<file path="config.mk">
export PLATFORM = sky130hd
export DESIGN_NAME = ordered_list_append_search_delete_top
export DESIGN_NICKNAME = d
export VERILOG_FILES = /design/src/sv/olist_pkg.sv /design/src/sv/ordered_list_append_search_delete_top.sv /design/src/sv/olist_dp.sv /design/src/sv/olist_ctrl.sv
export SDC_FILE = /design/constraint.sdc
export NUM_CORES = 2
export LEC_CHECK = 0
export BUFFER_PORTS_ARGS = -buffer_cell sky130_fd_sc_hd__buf_2
export CORE_ASPECT_RATIO = 1.1
export CORE_UTILIZATION = 40
export CTS_CLUSTER_SIZE = 20
export DETAILED_ROUTE_END_ITERATION = 8
export HOLD_SLACK_MARGIN = 0.15
export SETUP_SLACK_MARGIN = 0.5
export SLEW_MARGIN = 20
export SYNTH_ARGS = -nofsm -noshare
export SYNTH_HDL_FRONTEND = slang
export SYNTH_SLANG_ARGS = --single-unit
</file>
<file path="constraint.sdc">
create_clock -name i_clk -period 4.1 [get_ports i_clk]
set_input_delay 0.205 -clock i_clk [delete_from_list [all_inputs] [get_ports i_clk]]
set_output_delay 0.205 -clock i_clk [all_outputs]
set_load 0.1 [all_outputs]
</file>
<file path="src/sv/olist_pkg.sv">
// Shared constants and controller/datapath interface types for the ordered list block.
package olist_pkg;

    // Field widths of the request and result words
    localparam int OP_W     = 2;
    localparam int VALUE_W  = 32;
    localparam int STATUS_W = 2;
    localparam int POS_W    = 6;
    localparam int CNT_W    = 7;

    // Default list capacity
    localparam int CAPACITY_DEF = 64;

    // Operation codes
    localparam logic [OP_W-1:0] OP_APPEND = 2'd0;
    localparam logic [OP_W-1:0] OP_SEARCH = 2'd1;
    localparam logic [OP_W-1:0] OP_DELETE = 2'd2;

    // Status codes
    localparam logic [STATUS_W-1:0] ST_OK        = 2'd0;
    localparam logic [STATUS_W-1:0] ST_FULL      = 2'd1;
    localparam logic [STATUS_W-1:0] ST_NOT_FOUND = 2'd2;

    // Commands from the controller to the datapath
    typedef struct packed {
        logic                load;        // capture request, rewind scan pointer
        logic                step;        // issue next read, advance pipeline
        logic                seek;        // restart pointer just above the hit
        logic                shift_wr;    // write fetched entry one place down
        logic                append_wr;   // write key at tail, bump count
        logic                dec_count;   // drop one entry from the count
        logic                set_res;     // load result registers
        logic [STATUS_W-1:0] res_status;
        logic                res_hit_pos; // position from hit index, else zero
    } t_dp_cmd;

    // Status from the datapath to the controller
    typedef struct packed {
        logic [OP_W-1:0] op;      // captured operation
        logic            hit;     // fetched entry equals key
        logic            drained; // nothing fetched and nothing left to fetch
        logic            full;    // count at capacity
    } t_dp_stat;

endpackage

</file>
<file path="src/sv/ordered_list_append_search_delete_top.sv">
// Top level of the ordered list with append, search and compacting delete.
//
//  channel   | handshake        | words
//  ----------+------------------+--------------------------------------------
//  request   | start / busy     | i_operation, i_value
//  result    | o_valid strobe   | o_status, o_position, o_entry_count
//
// One request at a time. Append and the unused code go from accept through an
// execute state to the result strobe; search scans from the head until a hit or
// the last entry; delete then moves every entry above the hit one place down.
// The pace is set by the single read port of the entry memory, which the scan
// and the shift walk one entry a cycle.
// Reset is synchronous and clears the count; entries are read only below it.
// The result strobe lasts one cycle and cannot be held off; busy falls the
// cycle after it.
module ordered_list_append_search_delete_top #(
    parameter int CAPACITY = olist_pkg::CAPACITY_DEF
) (
    input  logic                                 i_clk,
    input  logic                                 i_rst_n,
    input  logic                                 start,
    output logic                                 busy,
    input  logic        [olist_pkg::OP_W-1:0]     i_operation,
    input  logic signed [olist_pkg::VALUE_W-1:0]  i_value,
    output logic                                 o_valid,
    output logic        [olist_pkg::STATUS_W-1:0] o_status,
    output logic        [olist_pkg::POS_W-1:0]    o_position,
    output logic        [olist_pkg::CNT_W-1:0]    o_entry_count
);
    import olist_pkg::*;

    t_dp_cmd  cmd;
    t_dp_stat stat;

    olist_ctrl u_ctrl (
        .i_clk   (i_clk),
        .i_rst_n (i_rst_n),
        .start   (start),
        .busy    (busy),
        .o_valid (o_valid),
        .i_stat  (stat),
        .o_cmd   (cmd)
    );

    olist_dp #(
        .CAPACITY (CAPACITY)
    ) u_dp (
        .i_clk         (i_clk),
        .i_rst_n       (i_rst_n),
        .i_operation   (i_operation),
        .i_value       (i_value),
        .i_cmd         (cmd),
        .o_stat        (stat),
        .o_status      (o_status),
        .o_position    (o_position),
        .o_entry_count (o_entry_count)
    );

    // No result in the cycle right after a request is taken
    a_no_early_result: assert property (@(posedge i_clk) disable iff (!i_rst_n)
        (start && !busy) |=> !o_valid)
        else $error("result strobe right after accept");

    // Strobe lasts one cycle and the block then returns to idle
    a_strobe_then_idle: assert property (@(posedge i_clk) disable iff (!i_rst_n)
        o_valid |=> (!o_valid && !busy))
        else $error("block not idle after result");

    // A miss or a full list never reports a position
    a_miss_pos_zero: assert property (@(posedge i_clk) disable iff (!i_rst_n)
        (o_valid && (o_status == ST_NOT_FOUND || o_status == ST_FULL))
        |-> (o_position == '0))
        else $error("position reported without a match");

    // Strobe only while the block is busy
    a_valid_busy: assert property (@(posedge i_clk) disable iff (!i_rst_n)
        o_valid |-> busy)
        else $error("result strobe while idle");

endmodule

</file>
<file path="src/sv/olist_dp.sv">
// Datapath: entry memory, scan/shift read pipeline, count and result registers.
module olist_dp #(
    parameter int CAPACITY = olist_pkg::CAPACITY_DEF
) (
    input  logic                                i_clk,
    input  logic                                i_rst_n,
    input  logic        [olist_pkg::OP_W-1:0]    i_operation,
    input  logic signed [olist_pkg::VALUE_W-1:0] i_value,
    input  olist_pkg::t_dp_cmd                   i_cmd,
    output olist_pkg::t_dp_stat                  o_stat,
    output logic        [olist_pkg::STATUS_W-1:0] o_status,
    output logic        [olist_pkg::POS_W-1:0]   o_position,
    output logic        [olist_pkg::CNT_W-1:0]   o_entry_count
);
    import olist_pkg::*;

    localparam int IW = $clog2(CAPACITY);
    localparam int CW = $clog2(CAPACITY + 1);

    // Entry store
    logic [VALUE_W-1:0] mem [CAPACITY];

    logic [OP_W-1:0]     r_op;
    logic [VALUE_W-1:0]  r_key;
    logic [CW-1:0]       r_count, n_count;
    logic [CW-1:0]       r_ptr, n_ptr;
    logic                r_cmp_vld, n_cmp_vld;
    logic [IW-1:0]       r_cmp_idx, n_cmp_idx;
    logic [VALUE_W-1:0]  r_rdata;
    logic [STATUS_W-1:0] r_status;
    logic [IW-1:0]       r_pos;

    logic                rd_en;
    logic                we;
    logic [IW-1:0]       waddr;
    logic [VALUE_W-1:0]  wdata;

    // Read only below the count
    assign rd_en = i_cmd.step && (r_ptr < r_count);

    // Single write port: tail append or compaction move
    assign we    = i_cmd.append_wr || (i_cmd.shift_wr && r_cmp_vld);
    assign waddr = i_cmd.append_wr ? r_count[IW-1:0] : (r_cmp_idx - IW'(1));
    assign wdata = i_cmd.append_wr ? r_key : r_rdata;

    always_ff @(posedge i_clk) begin
        if (we) begin
            mem[waddr] <= wdata;
        end
        if (rd_en) begin
            r_rdata <= mem[r_ptr[IW-1:0]];
        end
    end

    // Pointer and read pipeline tracking
    always_comb begin
        n_ptr     = r_ptr;
        n_cmp_vld = r_cmp_vld;
        n_cmp_idx = r_cmp_idx;
        priority if (i_cmd.load) begin
            n_ptr     = '0;
            n_cmp_vld = 1'b0;
        end else if (i_cmd.seek) begin
            n_ptr     = CW'(r_cmp_idx) + CW'(1);
            n_cmp_vld = 1'b0;
        end else if (i_cmd.step) begin
            n_cmp_vld = rd_en;
            if (rd_en) begin
                n_cmp_idx = r_ptr[IW-1:0];
                n_ptr     = r_ptr + CW'(1);
            end
        end else begin
            n_ptr = r_ptr;
        end
    end

    // Entry count
    always_comb begin
        n_count = r_count;
        if (i_cmd.append_wr) begin
            n_count = r_count + CW'(1);
        end else if (i_cmd.dec_count) begin
            n_count = r_count - CW'(1);
        end
    end

    always_ff @(posedge i_clk) begin
        if (!i_rst_n) begin
            r_count   <= '0;
            r_ptr     <= '0;
            r_cmp_vld <= 1'b0;
        end else begin
            r_count   <= n_count;
            r_ptr     <= n_ptr;
            r_cmp_vld <= n_cmp_vld;
        end
    end

    // Payload registers
    always_ff @(posedge i_clk) begin
        r_cmp_idx <= n_cmp_idx;
        if (i_cmd.load) begin
            r_op  <= i_operation;
            r_key <= i_value;
        end
        if (i_cmd.set_res) begin
            r_status <= i_cmd.res_status;
            r_pos    <= i_cmd.res_hit_pos ? r_cmp_idx : '0;
        end
    end

    // Status to controller
    assign o_stat.op      = r_op;
    assign o_stat.hit     = r_cmp_vld && (r_rdata == r_key);
    assign o_stat.drained = !r_cmp_vld && (r_ptr >= r_count);
    assign o_stat.full    = (r_count >= CW'(CAPACITY));

    // Result word, masked or extended to field widths
    assign o_status = r_status;

    generate
        if (IW >= POS_W) begin : g_pos_trunc
            assign o_position = r_pos[POS_W-1:0];
        end else begin : g_pos_ext
            assign o_position = {{(POS_W-IW){1'b0}}, r_pos};
        end
        if (CW >= CNT_W) begin : g_cnt_trunc
            assign o_entry_count = r_count[CNT_W-1:0];
        end else begin : g_cnt_ext
            assign o_entry_count = {{(CNT_W-CW){1'b0}}, r_count};
        end
    endgenerate

endmodule

</file>
<file path="src/sv/olist_ctrl.sv">
// Controller: sequences append, scan, compaction and the result strobe.
module olist_ctrl (
    input  logic                i_clk,
    input  logic                i_rst_n,
    input  logic                start,
    output logic                busy,
    output logic                o_valid,
    input  olist_pkg::t_dp_stat i_stat,
    output olist_pkg::t_dp_cmd  o_cmd
);
    import olist_pkg::*;

    localparam logic [2:0] S_IDLE  = 3'd0;
    localparam logic [2:0] S_EXEC  = 3'd1;
    localparam logic [2:0] S_SCAN  = 3'd2;
    localparam logic [2:0] S_SHIFT = 3'd3;
    localparam logic [2:0] S_RESP  = 3'd4;

    logic [2:0] r_state, n_state;

    // Next state and datapath commands
    always_comb begin
        n_state = r_state;
        o_cmd   = '0;
        unique case (r_state)
            S_IDLE: begin
                if (start) begin
                    o_cmd.load = 1'b1;
                    n_state    = S_EXEC;
                end
            end
            S_EXEC: begin
                priority if (i_stat.op == OP_APPEND) begin
                    o_cmd.set_res = 1'b1;
                    if (i_stat.full) begin
                        o_cmd.res_status = ST_FULL;
                    end else begin
                        o_cmd.res_status = ST_OK;
                        o_cmd.append_wr  = 1'b1;
                    end
                    n_state = S_RESP;
                end else if (i_stat.op == OP_SEARCH || i_stat.op == OP_DELETE) begin
                    n_state = S_SCAN;
                end else begin
                    // unused code: report ok, nothing changes
                    o_cmd.set_res    = 1'b1;
                    o_cmd.res_status = ST_OK;
                    n_state          = S_RESP;
                end
            end
            S_SCAN: begin
                priority if (i_stat.hit) begin
                    o_cmd.set_res     = 1'b1;
                    o_cmd.res_status  = ST_OK;
                    o_cmd.res_hit_pos = 1'b1;
                    if (i_stat.op == OP_DELETE) begin
                        o_cmd.seek = 1'b1;
                        n_state    = S_SHIFT;
                    end else begin
                        n_state = S_RESP;
                    end
                end else if (i_stat.drained) begin
                    o_cmd.set_res    = 1'b1;
                    o_cmd.res_status = ST_NOT_FOUND;
                    n_state          = S_RESP;
                end else begin
                    o_cmd.step = 1'b1;
                end
            end
            S_SHIFT: begin
                if (i_stat.drained) begin
                    o_cmd.dec_count = 1'b1;
                    n_state         = S_RESP;
                end else begin
                    o_cmd.step     = 1'b1;
                    o_cmd.shift_wr = 1'b1;
                end
            end
            S_RESP: begin
                n_state = S_IDLE;
            end
            default: begin
                n_state = S_IDLE;
            end
        endcase
    end

    always_ff @(posedge i_clk) begin
        if (!i_rst_n) begin
            r_state <= S_IDLE;
        end else begin
            r_state <= n_state;
        end
    end

    assign busy    = (r_state != S_IDLE);
    assign o_valid = (r_state == S_RESP);

endmodule

</file>
# Word level (Yosys, flattened, before mapping)
# Memory sizes are Yosys's and may differ from the RTL's. A register that Yosys moved wholly into a read port is not among the register bits.
# Cells that the tools add are included.
# totals
word_cells	84
input_bits	37
romBits	0
regBits	66
out_inout_bits	17
n_memories	1
mem_bits_rw	2048
latchBits	0
# memory_table
memory	depth	width	rd	rd_clocked_by_memory_dff	wr	line_no	rtl
u_dp.mem	64	32	1	1	1	olist_dp.sv:21	logic [VALUE_W-1:0] mem [CAPACITY];
# classes
n_div	0
muxes	38
mul	0
reduce_logical	17
n_addsub	5
n_eq_ne	8
bitwise	3
shift	0
magnitude_cmp	3
# ops
operator	n
$mux 7	5
$eq 32x32->1	1
$mux 32	1
$mux 3	10
$mux 1	18
$add 7x1->7 const B	2
$pmux 3 s4	1
$add 6x1->7 const B	1
$ge 7x7->1	1
$ge 7x7->1 const B	1
$lt 7x7->1	1
$sub 7x1->7 const B	1
$eq 3x2->1 const B	2
$mux 6	1
$pmux 3 s2	1
$reduce_bool 2->1	3
$sub 6x1->6 const B	1
$logic_and 1x1->1	4
$reduce_and 4->1	1
$eq 3x1->1 const B	1
$eq 3x3->1 const B	1
$logic_not 3->1	1
$not 1->1	3
$reduce_bool 3->1	1
other kinds (10)	11

# Logic depth before layout (Yosys ltp)
# depth
depth_word	9
mapped_depth	14
mapped_depth_nobuf	13

# Modules after synthesis
# A second synthesis with hierarchy kept.
# hier_totals
hier_cells	3686
hier_area_um2	82512.9
# by_module_without_submodules
module	seq_area_each_um2	instances	area_each_um2	cells_each
olist_dp	64201.6	1	82146.3	3641
olist_ctrl	60.1	1	366.6	45

# Worst setup path before layout
# Ideal clock, no wire load.
# synth_path
path_type	flip-flop to flip-flop
from	register u_dp.r_count[6] (netlist: u_dp.o_entry_count[6])
to	memory u_dp.mem[39][0], enable pin
synth_period_minus_slack_ps	3864
n_path_buf	1
setup_ps	421
t_arrival_ps	3443
slack_ps	236
stages_incl_launch_ff	7
required_time_ps	3679
path_cell_list	dfxtp_1 > nor2_1 > nor2_1 > a21oi_1 > or2_2 > clkbuf_1 > nor2_1
# synth_via
elab_chain_len	8
word_cells_on_any_way	13
classes_between	order compare: 2; mux: 8; reduce/logical: 3
# synth_lines
element	line_no	rtl
start, declared	olist_dp.sv:25	logic [CW-1:0] r_count, n_count;
start signal, assigned	olist_dp.sv:93	r_count <= n_count;
$ge 7x7->1	olist_dp.sv:115	assign o_stat.drained = !r_cmp_vld && (r_ptr >= r_count);
$logic_and 1x1->1	olist_dp.sv:115	
$mux 1	olist_ctrl.sv:71	if (i_stat.drained) begin
$mux 1	olist_ctrl.sv:25	unique case (r_state)
$logic_and 1x1->1	olist_dp.sv:42	assign we = i_cmd.append_wr || (i_cmd.shift_wr && r_cmp_vld);
$logic_or 1x1->1	olist_dp.sv:42	
$mux 1	olist_dp.sv:47	if (we) begin
$mux 1 (implied by the code)	olist_dp.sv:48	mem[waddr] <= wdata;
end, declared	olist_dp.sv:21	
# Parallel ways exist; a longest one is shown, timed or not.

# Worst setup path in the final report
# layout_path
from	register u_dp.r_key[18]
to	register u_dp.r_ptr[4]
# layout_via
elab_chain_len	7
word_cells_on_any_way	11
classes_between	eq/ne: 1; mux: 5; reduce/logical: 5
# layout_lines
element	line_no	rtl
start, declared	olist_dp.sv:24	logic [VALUE_W-1:0] r_key;
start signal, assigned	olist_dp.sv:104	r_key <= i_value;
$eq 32x32->1 (*)	olist_dp.sv:114	assign o_stat.hit = r_cmp_vld && (r_rdata == r_key);
$logic_and 1x1->1 (*)	olist_dp.sv:114	
$mux 1	olist_ctrl.sv:52	priority if (i_stat.hit) begin
$pmux 1 s2	olist_ctrl.sv:25	
$logic_and 1x1->1	olist_dp.sv:39	assign rd_en = i_cmd.step && (r_ptr < r_count);
$reduce_bool 2->1 (no line)	-	
$reduce_and 2->1 (no line)	-	
end signal, assigned	olist_dp.sv:94	r_ptr <= n_ptr;
end, declared	olist_dp.sv:26	logic [CW-1:0] r_ptr, n_ptr;
# Mark *: on every way between the ends. The rest lies on a longest branch, timed or not.
# A chain may end at the register's enable or synchronous reset.

==> metrics.md <==
| Metric | Value |
|---|---|
| Leading cell type in the layout, fill and taps excluded | edfxtp_1 |
| Routability congestion estimate | 0.861 |
| Final wirelength | 198 mm |
| Sequential cell area | 64300 um^2 |
| Cts bufs inserted | ~200 |
| Vias in the first global route | 38800 |
| Fmax | 0.289 GHz |
| Vias after detailed routing | 37400 |
| Crit path required time | 4.84 ns |
| Worst clock skew | ~0.029 ns |
| Reg2reg start | u_dp.r_key[18]$_DFFE_PP_ |
| Syn Nets | 3507 |
| Die W | around 440 um |
| IO buf count | 53 |
| Crit Path Class | flip-flop to flip-flop |
| Finished Layout Cells | 6709 |
| Final Total Pwr | 43.3 mW |
| Setup crit start kind | flip-flop |
| Minimum clock period | 3.46 ns |
| Finished layout cell area | 95200 um^2 |
| CP dominant cell by count | nor2_1 |
| Outcome | complete, no violations |
| Core area | 205000 um^2 |
| YS warnings | 0 |
| Worst-Margin Slew | 1.01 ns |
| Initial core utilization | 40.3% |
| Beginning of the worst hold path | i_value[23] |
| Yosys reg bits | 2146 |
| Worst Hold Class | primary input to flip-flop |
| Max clock buf depth | 3 |
| Worst setup EP type | flip-flop |
| DRT Pass-1 Iters | 5 |
| Post-Place Cells | between 6000 and 7000 |
| Skew-Pair Late Insertion Delay | 0.85 ns |
| Filler instances | 16700 |
| CTS tree | yes |
| Synth Flop Type | edfxtp_1 |
| Most frequent cells in the layout | 2128 x edfxtp_1, 655 x mux4_2, 204 x clkbuf_16, 168 x buf_4, 132 x nand2_1 |
| First DRT Iteration DRCs | 3651 |
| First-pass GRT wire length | 285 mm |
| Hold Worst Slack | about 0.19 ns |
| Worst setup path startpoint | u_dp.r_key[18]$_DFFE_PP_ |
| H-Tree Depth | 4 |
| Setup TNS | 0 ns |
| DRC viols | 0 |
| Root buffer cell | clkbuf_16 |
| Overall Global Routing Usage | 19.0% |
| Worst endpoint data arrival time | 4.20 ns |
| Hold Vio Cnt, Final | 0 |
| Synthesized cell area | 82500 um^2 |
| Crit path max fanout | 10 |
| Row Count | 174 |
| CP max-delay cell | nor4_1 |
| Largest net degree at the start of global routing | 103 |
| Hpwl dp | 118 mm |
| Peak VDD IR | between 0.3 and 0.4 mV |
| Share of post-route cells with drive strength above 1 | 32.8% |
| Fin nets | ~3900 |
| Final setup vio count | 0 |
| CP Buf/Inv Count | 0 |
| Cell count after synthesis | roughly 3500 |
| Initial antenna violation count | 13 |
| Via-per-instance ratio | 5.57 |
| WL per Instance | 29.5 um |
| Distinct cells, synth | 49 |
| Peak per-stage delay on the critical path | 0.55 ns |
| Grt total ovfl | 0 |
| RSZ-0062 raised after global routing | yes |
| Mapped Avg Cell Area | 23.9 um^2 |
| Critical-path cell list | xor2_1 > nor4_1 > nand4_1 > nor4_4 > nand2_1 > nor2_1 > a21o_1 > ha_1 > nand3_1 > xnor2_1 > nor2_1 > a211oi_1 |
| Clk sink count | 2146 |
| Routed Antenna Nets | 0 |
| Area Growth Syn to Fin | 15.4% |
| DIE AREA | 208000 um^2 |
| Clk pin slew, worst setup/hold paths | 0.06 ns |
| Max-cap violation count | 0 |
| Post-synthesis sequential area ratio | 77.9% |
| Async set or reset register ratio after synthesis | 0% |
| Cell area power density | approximately 450 nW/um^2 |
| Max-slew headroom | around a third |
| Max Slew Vio Count | 0 |
| Fin crit share | 84.4% |
| Number of synthesized flops with an enable pin | about 2100 |
| P_leak | between 20 and 30 nW |
| Critical path's top delay family | simple AND/OR/NAND/NOR gates |
| Placed Area | 88300 um^2 |
| Die Ht | 478 um |
| Multi-input logic area | 18000 um^2 |
| Io pins | 54 |
-- final timing paths --
| path | slack, ns | cells past startpoint | endpoint |
|---|---|---|---|
| worst max-delay path | 0.64 | 12 | u_dp.r_ptr[4]$_SDFFE_PP0P_ |
| worst min-delay path | 0.19 | 2 | u_dp.r_key[23]$_DFFE_PP_ |
| worst max register to register | 0.64 | 12 | u_dp.r_ptr[4]$_SDFFE_PP0P_ |
| worst min register to register | 0.58 | 2 | u_ctrl.r_state[0]$_SDFFE_PN0P_ |
-- layer usage --
layer | wire length [um] | global-route usage [%]
met5 | 0 | 0
met4 | 4540 | 5.10
met3 | 9860 | 2.70
met2 | 102000 | 32.6
met1 | 82000 | 25.6
-- flip-flops by register name (all words and copies together), names as in the netlist --
register            flops
u_dp.o_status           2
u_dp.r_ptr              7
u_dp.o_entry_count      7
u_dp.r_cmp_vld          1
u_dp.r_rdata           32
u_dp.r_cmp_idx          6
u_dp.mem             2048
u_ctrl.r_state          3
u_dp.o_position         6
u_dp.r_key             32
u_dp.r_op               2
-- where the power goes --
| part | internal (mW) | switching [mW] | leakage (nW) |
|---|---|---|---|
| Combinational | 0.273 | 0.772 | 6.15 |
| Sequential | 24.2 | 0.0625 | 19.3 |
| Clock | 10.1 | 7.96 | 3.08 |
-- cells in the mapped netlist (7+ instances only) --
master	instances	area share [%]
a21oi_1	12	0.073
nand2_1	137	0.62
and2_1	10	0.076
buf_1	23	0.10
a211oi_1	7	0.064
mux2_2	17	0.23
nand4_1	11	0.083
edfxtp_1	2128	77
mux4_2	655	18
dfxtp_1	18	0.44
inv_1	21	0.095
ha_1	16	0.24
nor2_1	88	0.40
buf_2	57	0.35
nand3_1	8	0.049
xnor2_1	28	0.30
mux2i_1	22	0.27
o21ai_1	17	0.10
clkbuf_1	92	0.42
xor2_1	23	0.24
-- kinds of logic (layout without fill, tap and decap cells) --
| kind of cell | count (synthesis) | count (layout) | share of synthesized area (%) |
|---|---|---|---|
| XOR/XNOR | 51 | 51 | 0.541 |
| AO/OA/AOI/OAI | 63 | 63 | 0.479 |
| other | 0 | 6 | 0 |
| flip-flops | 2146 | 2146 | 77.9 |
| multiplexers | 694 | 694 | 18.4 |
| AND/OR/NAND/NOR | 287 | 287 | 1.51 |
| buffers and inverters | 195 | 717 | 0.982 |
| adder cells (fa/ha/maj) | 17 | 17 | 0.267 |
-- metrics by stage --
step,utilization (%),setup slack [ns]
2_1_floorplan,-,0.236
3_3_place_gp,43.1,0.648
3_5_place_dp,43.1,0.630
4_1_cts,46.5,0.605
5_1_grt,46.5,0.482
6_report,46.5,0.639
-- layout make-up --
type | instances | area share, %
diodes | 6 | 0.0158
clock buffers | 251 | 5.54
clock inverters | 112 | 1.07
inverters | 22 | 0.0893
multi-input cells | 1112 | 18.9
flip-flops and latches | 2146 | 67.5
well taps | 2728 | 3.58
repair buffers | 332 | 3.33
-- what timing repair did --
item / CTS / global route
hold buffers: 57 / 0
setup endpoints to repair: 0 / 66
buffers inserted: 0 / 12
gates resized for setup: 0 / 3
hold endpoints to repair: 65 / 0
Power figures use the tool's default switching activity.
